File: src/rtl/core/tdpt_pkg.sv
// Package with the shared types and constants of the trial-division primality tester.
package tdpt_pkg;

    // Default width of the tested value.
    localparam int VALUE_WIDTH_DEF = 32;

    // Width of the result stream data: one flag padded to a byte.
    localparam int OUT_TDATA_W = 8;

    // Sequencer states.
    typedef enum logic [1:0] {
        ST_IDLE,
        ST_DIVIDE,
        ST_FINISH
    } t_state;

endpackage

File: src/rtl/core/tdpt_div.sv
// Restoring radix-2 divider that yields quotient and remainder, one bit per cycle.
module tdpt_div #(
    parameter int VALUE_WIDTH = tdpt_pkg::VALUE_WIDTH_DEF
) (
    input  logic                   i_clk,
    input  logic                   i_rst_n,
    input  logic                   i_start,
    input  logic [VALUE_WIDTH-1:0] i_dividend,
    input  logic [VALUE_WIDTH-1:0] i_divisor,
    output logic                   o_done,
    output logic [VALUE_WIDTH-1:0] o_quotient,
    output logic [VALUE_WIDTH-1:0] o_remainder
);

    localparam int CntWidth = $clog2(VALUE_WIDTH + 1);

    logic [CntWidth-1:0]    r_cnt, n_cnt;
    logic                   r_done, n_done;
    logic [VALUE_WIDTH-1:0] r_rem, n_rem;
    logic [VALUE_WIDTH-1:0] r_quo, n_quo;
    logic [VALUE_WIDTH-1:0] r_dsr, n_dsr;
    logic [VALUE_WIDTH:0]   shifted;
    logic [VALUE_WIDTH:0]   trial;

    always_ff @(posedge i_clk) begin
        if (!i_rst_n) begin
            r_cnt  <= '0;
            r_done <= 1'b0;
        end else begin
            r_cnt  <= n_cnt;
            r_done <= n_done;
        end
        r_rem <= n_rem;
        r_quo <= n_quo;
        r_dsr <= n_dsr;
    end

    always_comb begin
        // The partial remainder takes the next dividend bit, then the divisor is tried.
        shifted = {r_rem, r_quo[VALUE_WIDTH-1]};
        trial   = shifted - {1'b0, r_dsr};
        n_cnt   = r_cnt;
        n_done  = 1'b0;
        n_rem   = r_rem;
        n_quo   = r_quo;
        n_dsr   = r_dsr;
        if (i_start) begin
            n_cnt = CntWidth'(VALUE_WIDTH);
            n_rem = '0;
            n_quo = i_dividend;
            n_dsr = i_divisor;
        end else if (r_cnt != '0) begin
            n_cnt  = r_cnt - CntWidth'(1);
            n_done = (r_cnt == CntWidth'(1));
            if (!trial[VALUE_WIDTH]) begin
                n_rem = trial[VALUE_WIDTH-1:0];
                n_quo = {r_quo[VALUE_WIDTH-2:0], 1'b1};
            end else begin
                n_rem = shifted[VALUE_WIDTH-1:0];
                n_quo = {r_quo[VALUE_WIDTH-2:0], 1'b0};
            end
        end
    end

    assign o_done      = r_done;
    assign o_quotient  = r_quo;
    assign o_remainder = r_rem;

endmodule

File: src/rtl/core/trial_division_prime_test_top.sv
// Top level of the trial-division primality tester with its sequencer.
//
// The block takes one signed VALUE_WIDTH-bit candidate per request and answers with one
// request carrying a single is_prime flag. Negative values, zero and one give 0, two and
// three give 1, and even values above two give 0, all without any division. Such a result
// passes from ST_FINISH into the output register, where ST_FINISH waits as long as an
// earlier result is still held there. Odd candidates of five or more are divided by 3, 5,
// 7 and so on by one shared restoring divider that produces one quotient bit per cycle,
// one full division per trial divisor. The search stops with 0 on the first zero remainder
// and with 1 as soon as the divisor exceeds the quotient, that is once the divisor squared
// exceeds the candidate. A prime p therefore runs (floor(sqrt(p)) + 1) / 2 trials, rounded
// down; for 32 bits the worst case is 23170 trials. The input side is ready only while the
// sequencer is idle, one candidate at a time. The result sits in an output register, so
// the next candidate may be accepted while an earlier result still waits to be taken.
module trial_division_prime_test_top #(
    parameter int  VALUE_WIDTH = tdpt_pkg::VALUE_WIDTH_DEF,
    localparam int InTdataW    = ((VALUE_WIDTH + 7) / 8) * 8
) (
    input  logic                             i_clk,
    input  logic                             i_rst_n,
    input  logic                             i_s_axis_tvalid,
    output logic                             o_s_axis_tready,
    input  logic [InTdataW-1:0]              i_s_axis_tdata,  // [VALUE_WIDTH-1:0] candidate
    output logic                             o_m_axis_tvalid,
    input  logic                             i_m_axis_tready,
    output logic [tdpt_pkg::OUT_TDATA_W-1:0] o_m_axis_tdata   // [0] is_prime
);

    localparam int CmpWidth = VALUE_WIDTH + 2;

    tdpt_pkg::t_state r_state, n_state;

    logic [VALUE_WIDTH-1:0] r_value, n_value;
    logic [VALUE_WIDTH-1:0] r_dsr, n_dsr;
    logic                   r_res, n_res;
    logic                   r_out_valid, n_out_valid;
    logic                   r_out_data, n_out_data;

    logic                   in_accept;
    logic [VALUE_WIDTH-1:0] cand;
    logic                   div_start;
    logic                   div_done;
    logic [VALUE_WIDTH-1:0] div_quo;
    logic [VALUE_WIDTH-1:0] div_rem;

    // Bits of the request data above the value width are ignored.
    assign cand      = i_s_axis_tdata[VALUE_WIDTH-1:0];
    assign in_accept = i_s_axis_tvalid && o_s_axis_tready;

    tdpt_div #(
        .VALUE_WIDTH(VALUE_WIDTH)
    ) u_div (
        .i_clk       (i_clk),
        .i_rst_n     (i_rst_n),
        .i_start     (div_start),
        .i_dividend  (n_value),
        .i_divisor   (n_dsr),
        .o_done      (div_done),
        .o_quotient  (div_quo),
        .o_remainder (div_rem)
    );

    always_ff @(posedge i_clk) begin
        if (!i_rst_n) begin
            r_state     <= tdpt_pkg::ST_IDLE;
            r_out_valid <= 1'b0;
        end else begin
            r_state     <= n_state;
            r_out_valid <= n_out_valid;
        end
        r_value    <= n_value;
        r_dsr      <= n_dsr;
        r_res      <= n_res;
        r_out_data <= n_out_data;
    end

    always_comb begin
        n_state     = r_state;
        n_value     = r_value;
        n_dsr       = r_dsr;
        n_res       = r_res;
        div_start   = 1'b0;
        // A waiting result is dropped from the register once the downstream side takes it.
        n_out_valid = r_out_valid && !i_m_axis_tready;
        n_out_data  = r_out_data;
        unique case (r_state)
            tdpt_pkg::ST_IDLE: begin
                if (in_accept) begin
                    n_value = cand;
                    n_state = tdpt_pkg::ST_FINISH;
                    if (cand[VALUE_WIDTH-1] || (cand[VALUE_WIDTH-1:1] == '0)) begin
                        // Negative, zero or one.
                        n_res = 1'b0;
                    end else if ({2'b00, cand} < CmpWidth'(4)) begin
                        // Two or three.
                        n_res = 1'b1;
                    end else if (!cand[0]) begin
                        n_res = 1'b0;
                    end else begin
                        n_dsr     = VALUE_WIDTH'(3);
                        div_start = 1'b1;
                        n_state   = tdpt_pkg::ST_DIVIDE;
                    end
                end
            end
            tdpt_pkg::ST_DIVIDE: begin
                if (div_done) begin
                    if (r_dsr > div_quo) begin
                        // Divisor squared is past the candidate: no factor exists.
                        n_res   = 1'b1;
                        n_state = tdpt_pkg::ST_FINISH;
                    end else if (div_rem == '0) begin
                        n_res   = 1'b0;
                        n_state = tdpt_pkg::ST_FINISH;
                    end else begin
                        n_dsr     = r_dsr + VALUE_WIDTH'(2);
                        div_start = 1'b1;
                    end
                end
            end
            tdpt_pkg::ST_FINISH: begin
                if (!r_out_valid || i_m_axis_tready) begin
                    n_out_valid = 1'b1;
                    n_out_data  = r_res;
                    n_state     = tdpt_pkg::ST_IDLE;
                end
            end
            default: begin
                n_state = tdpt_pkg::ST_IDLE;
            end
        endcase
    end

    assign o_s_axis_tready = (r_state == tdpt_pkg::ST_IDLE);
    assign o_m_axis_tvalid = r_out_valid;
    assign o_m_axis_tdata  = {{(tdpt_pkg::OUT_TDATA_W - 1){1'b0}}, r_out_data};

endmodule

File: config.mk
export PLATFORM = sky130hd
export DESIGN_NAME = trial_division_prime_test_top
export DESIGN_NICKNAME = d
export VERILOG_FILES = /design/src/rtl/core/tdpt_pkg.sv /design/src/rtl/core/tdpt_div.sv /design/src/rtl/core/trial_division_prime_test_top.sv
export SDC_FILE = /design/constraint.sdc
export NUM_CORES = 1
export LEC_CHECK = 0
export BUFFER_PORTS_ARGS = -buffer_cell sky130_fd_sc_hd__buf_2
export CORE_UTILIZATION = 45
export DETAILED_ROUTE_END_ITERATION = 12
export PLACE_DENSITY_LB_ADDON = 0.1
export SLEW_MARGIN = 10
export SYNTH_ARGS = -nofsm -noshare
export SYNTH_HDL_FRONTEND = slang
export SYNTH_SLANG_ARGS = --single-unit
File: constraint.sdc
create_clock -name i_clk -period 3.96 [get_ports i_clk]
set_input_delay 0.792 -clock i_clk [delete_from_list [all_inputs] [get_ports i_clk]]
set_output_delay 0.792 -clock i_clk [all_outputs]
set_load 0.05 [all_outputs]
==> results.toml <==
[yosys]
yosys-top-cells-count = "dfxtp_1, nand2_1, inv_1, ha_1, edfxtp_1"
synthArstFlopShare_pct = 0
syn_area_um2 = 9430
yosysWarningCount = 0
syn_inst = 959
yosys.area.top_type = "dfxtp_1"
ys_seq_area_share_pct = 43.5
synth.ff_latch_count = 172
ys_top_cells_by_area = "dfxtp_1, edfxtp_1, ha_1, mux2_2, nand2_1"
yosysMostFrequentCell = "dfxtp_1"
synthFlopType = "dfxtp_1"
synth_top_area_share_pct = 22.5
synth_cell_type_count = 69
syn_avg_cell_area_um2 = 9.84
synth_edf_count = 66

[finish]
n_fill_cell = 1912
drive_above_1_share_pct = 16.6
layout.cells.non_filler = 1285
syn2layout_area_growth_pct = 12.0
n_antenna_cell = 0
layout.nets = 1106

[detailed_routing]
post_drt_wl_per_cell_um = 16.0
routed_wl_mm = 20.5
postRouteAntennaNets = 0
via_per_inst = 5.36
drt_iter0_drc = 319
vias = 6889
drt_first_pass_iters = 4
drc = 0

[timing]
max_slew.worst_pin.slew_ns = 0.757
fin_skew_ns = 0.0162
finalSetupTns_ns = 0
finalSetupViolCount = 0
hold_viol = 0
layout_min_cycle_time_ns = 3.31
fin_crit_sh_pct = 83.6
slew_headroom_pct = 49.3
rsz0062_at_grt = "false"
drv_slew = 0
max_freq_ghz = 0.302

[global_routing]
use_met1_pct = 29.0
met3_usage_pct = 3.94
top_usage_layer = "met2"
grt_pass1_wl_mm = 34.8
grt_pass1_vias = 6687
grt.total_usage_pct = 20.4
antenna_found_initial = 0
gr-total-overflow = 0
use_met2_pct = 31.5
grt_max_degree = 34

[clock_tree]
path_clk_slew_ns = 0.07
root_buffer = "clkbuf_16"
cts_resized = 0
tritoncts = "done"
post_cts_buffers = 0
holdBufCountCts = 0
cts_buffers = 17
clk_latency_ns = 0.43
htreeDepth = 4
cts_max_path_buffers = 2
clock-sinks = 172

[critical_path]
path_class = "reg2reg"
crit_path_start_kind = "register"
required_ns = 4.27
cp-end-kind = "register"
worstPathMaxFanout = 16
worstPathArrival_ns = 3.62

[placed_design]
hpwlAfterDp_mm = 15.5
dp.cells = 1253
portBuffers = 38
gp_congestion = 0.874

[pwr]
peakVddDrop_mv = 0.443
power_density_nw_per_um2 = 772
p_leak_nw = 4.46
finalPower_mw = 8.15

[die]
fp.dieW_um = 147
num_rows = 52
core_area_um2 = 20400
start_util_pct = 46.3
die_area_um2 = 21500
pin_count = 46
die_height_um = 147

[min_path]
hold_path.class = "reg2reg"

[flow_run]
drv_cap = 0

[outcome]
status = "completed"
flip-flops by register name, indices dropped and copies added (netlist names):
| register | cells |
|---|---|
| u_div.r_cnt | 6 |
| u_div.r_dsr | 32 |
| r_value | 32 |
| r_out_data | 1 |
| u_div.o_quotient | 32 |
| r_state | 2 |
| r_dsr | 32 |
| u_div.o_done | 1 |
| o_m_axis_tvalid | 1 |
| u_div.o_remainder | 32 |
| r_res | 1 |
layout make-up:
cell class,count,area (um^2),area share (%)
inverter,78,295,2.80
timing repair buffer,55,343,3.25
sequential,172,4100,38.9
multi-input combinational,678,4860,46.0
tap,270,338,3.20
clock buffer,17,425,4.03
clock inverter,15,194,1.84
power by group:
group	switching [mW]	internal, mW
clock network	0.819	0.914
registers	0.367	2.44
logic	2.05	1.56
total	3.23	4.92
cells in the final DEF, fill, tap and decap left out, types with 9 or more instances in the layout:
| master | count |
|---|---|
| xnor2_1 | 19 |
| nand3_1 | 30 |
| dfxtp_1 | 106 |
| a21oi_1 | 53 |
| nor3_1 | 10 |
| ha_1 | 67 |
| a21o_1 | 17 |
| buf_4 | 15 |
| and3_1 | 14 |
| xor2_1 | 15 |
| mux2_2 | 64 |
| edfxtp_1 | 66 |
| buf_2 | 38 |
| nor4_1 | 17 |
| clkbuf_16 | 17 |
| inv_1 | 77 |
| nand2_1 | 98 |
| mux2i_1 | 30 |
| nand4_1 | 22 |
| a32oi_1 | 9 |
| o21ai_0 | 40 |
| o21ai_1 | 29 |
| nor2_1 | 36 |
worst max-delay path: stages, from the launching register on:
cell and delay, ns:
edfxtp_1 0.32, inv_1 0.08, ha_1 0.24, fa_1 0.40
and2b_1 0.22, o31a_2 0.16, a21oi_2 0.07, o21ai_2 0.25
a31oi_4 0.15, o31ai_4 0.47, xnor2_4 0.28, buf_12 0.24
mux2i_1 0.22, o21ai_1 0.08
cells by family after synthesis:
| logic type | Yosys count | synth area share (%) |
|---|---|---|
| AND/OR/NAND/NOR | 263 | 13.6 |
| AO/OA/AOI/OAI | 211 | 14.2 |
| flip-flops | 172 | 43.5 |
| buffers and inverters | 115 | 5.35 |
| multiplexers | 94 | 10.8 |
| adder cells (fa/ha/maj) | 68 | 9.10 |
| XOR/XNOR | 35 | 3.33 |
| other | 1 | 0.0398 |
routing by layer:
layer	share of wire (%)	vias to the layer above
met5	0	-
met2	44	147
met4	1.2	0
li1	-	3554
met1	51	3169
met3	3.7	19
worst paths after layout:
path	startpoint	endpoint	slack (ns)	cells after the start
worst max register to register	u_div.o_quotient[31]$_DFFE_PP_	u_div.o_remainder[8]$_SDFFE_PP0P_	0.65	13
worst min-delay path	r_res$_DFFE_PP_	r_out_data$_DFFE_PP_	0.46	0
worst min register to register	r_res$_DFFE_PP_	r_out_data$_DFFE_PP_	0.46	0
worst max-delay path	u_div.o_quotient[31]$_DFFE_PP_	u_div.o_remainder[8]$_SDFFE_PP0P_	0.65	13
through the flow:
| stage | instance area (um^2) | hold slack [ns] | utilization (%) | setup WS (ns) |
|---|---|---|---|---|
| floorplan | 9460 | 0.400 | - | 0.570 |
| global placement | 9940 | 0.453 | 48.8 | 0.685 |
| detailed placement | 9940 | 0.437 | 48.8 | 0.642 |
| CTS | 10600 | 0.466 | 51.9 | 0.628 |
| global route | 10600 | 0.481 | 51.9 | 0.426 |
| finish | 10600 | 0.459 | 51.9 | 0.649 |
Note: power is estimated with default switching activity, not from simulation.
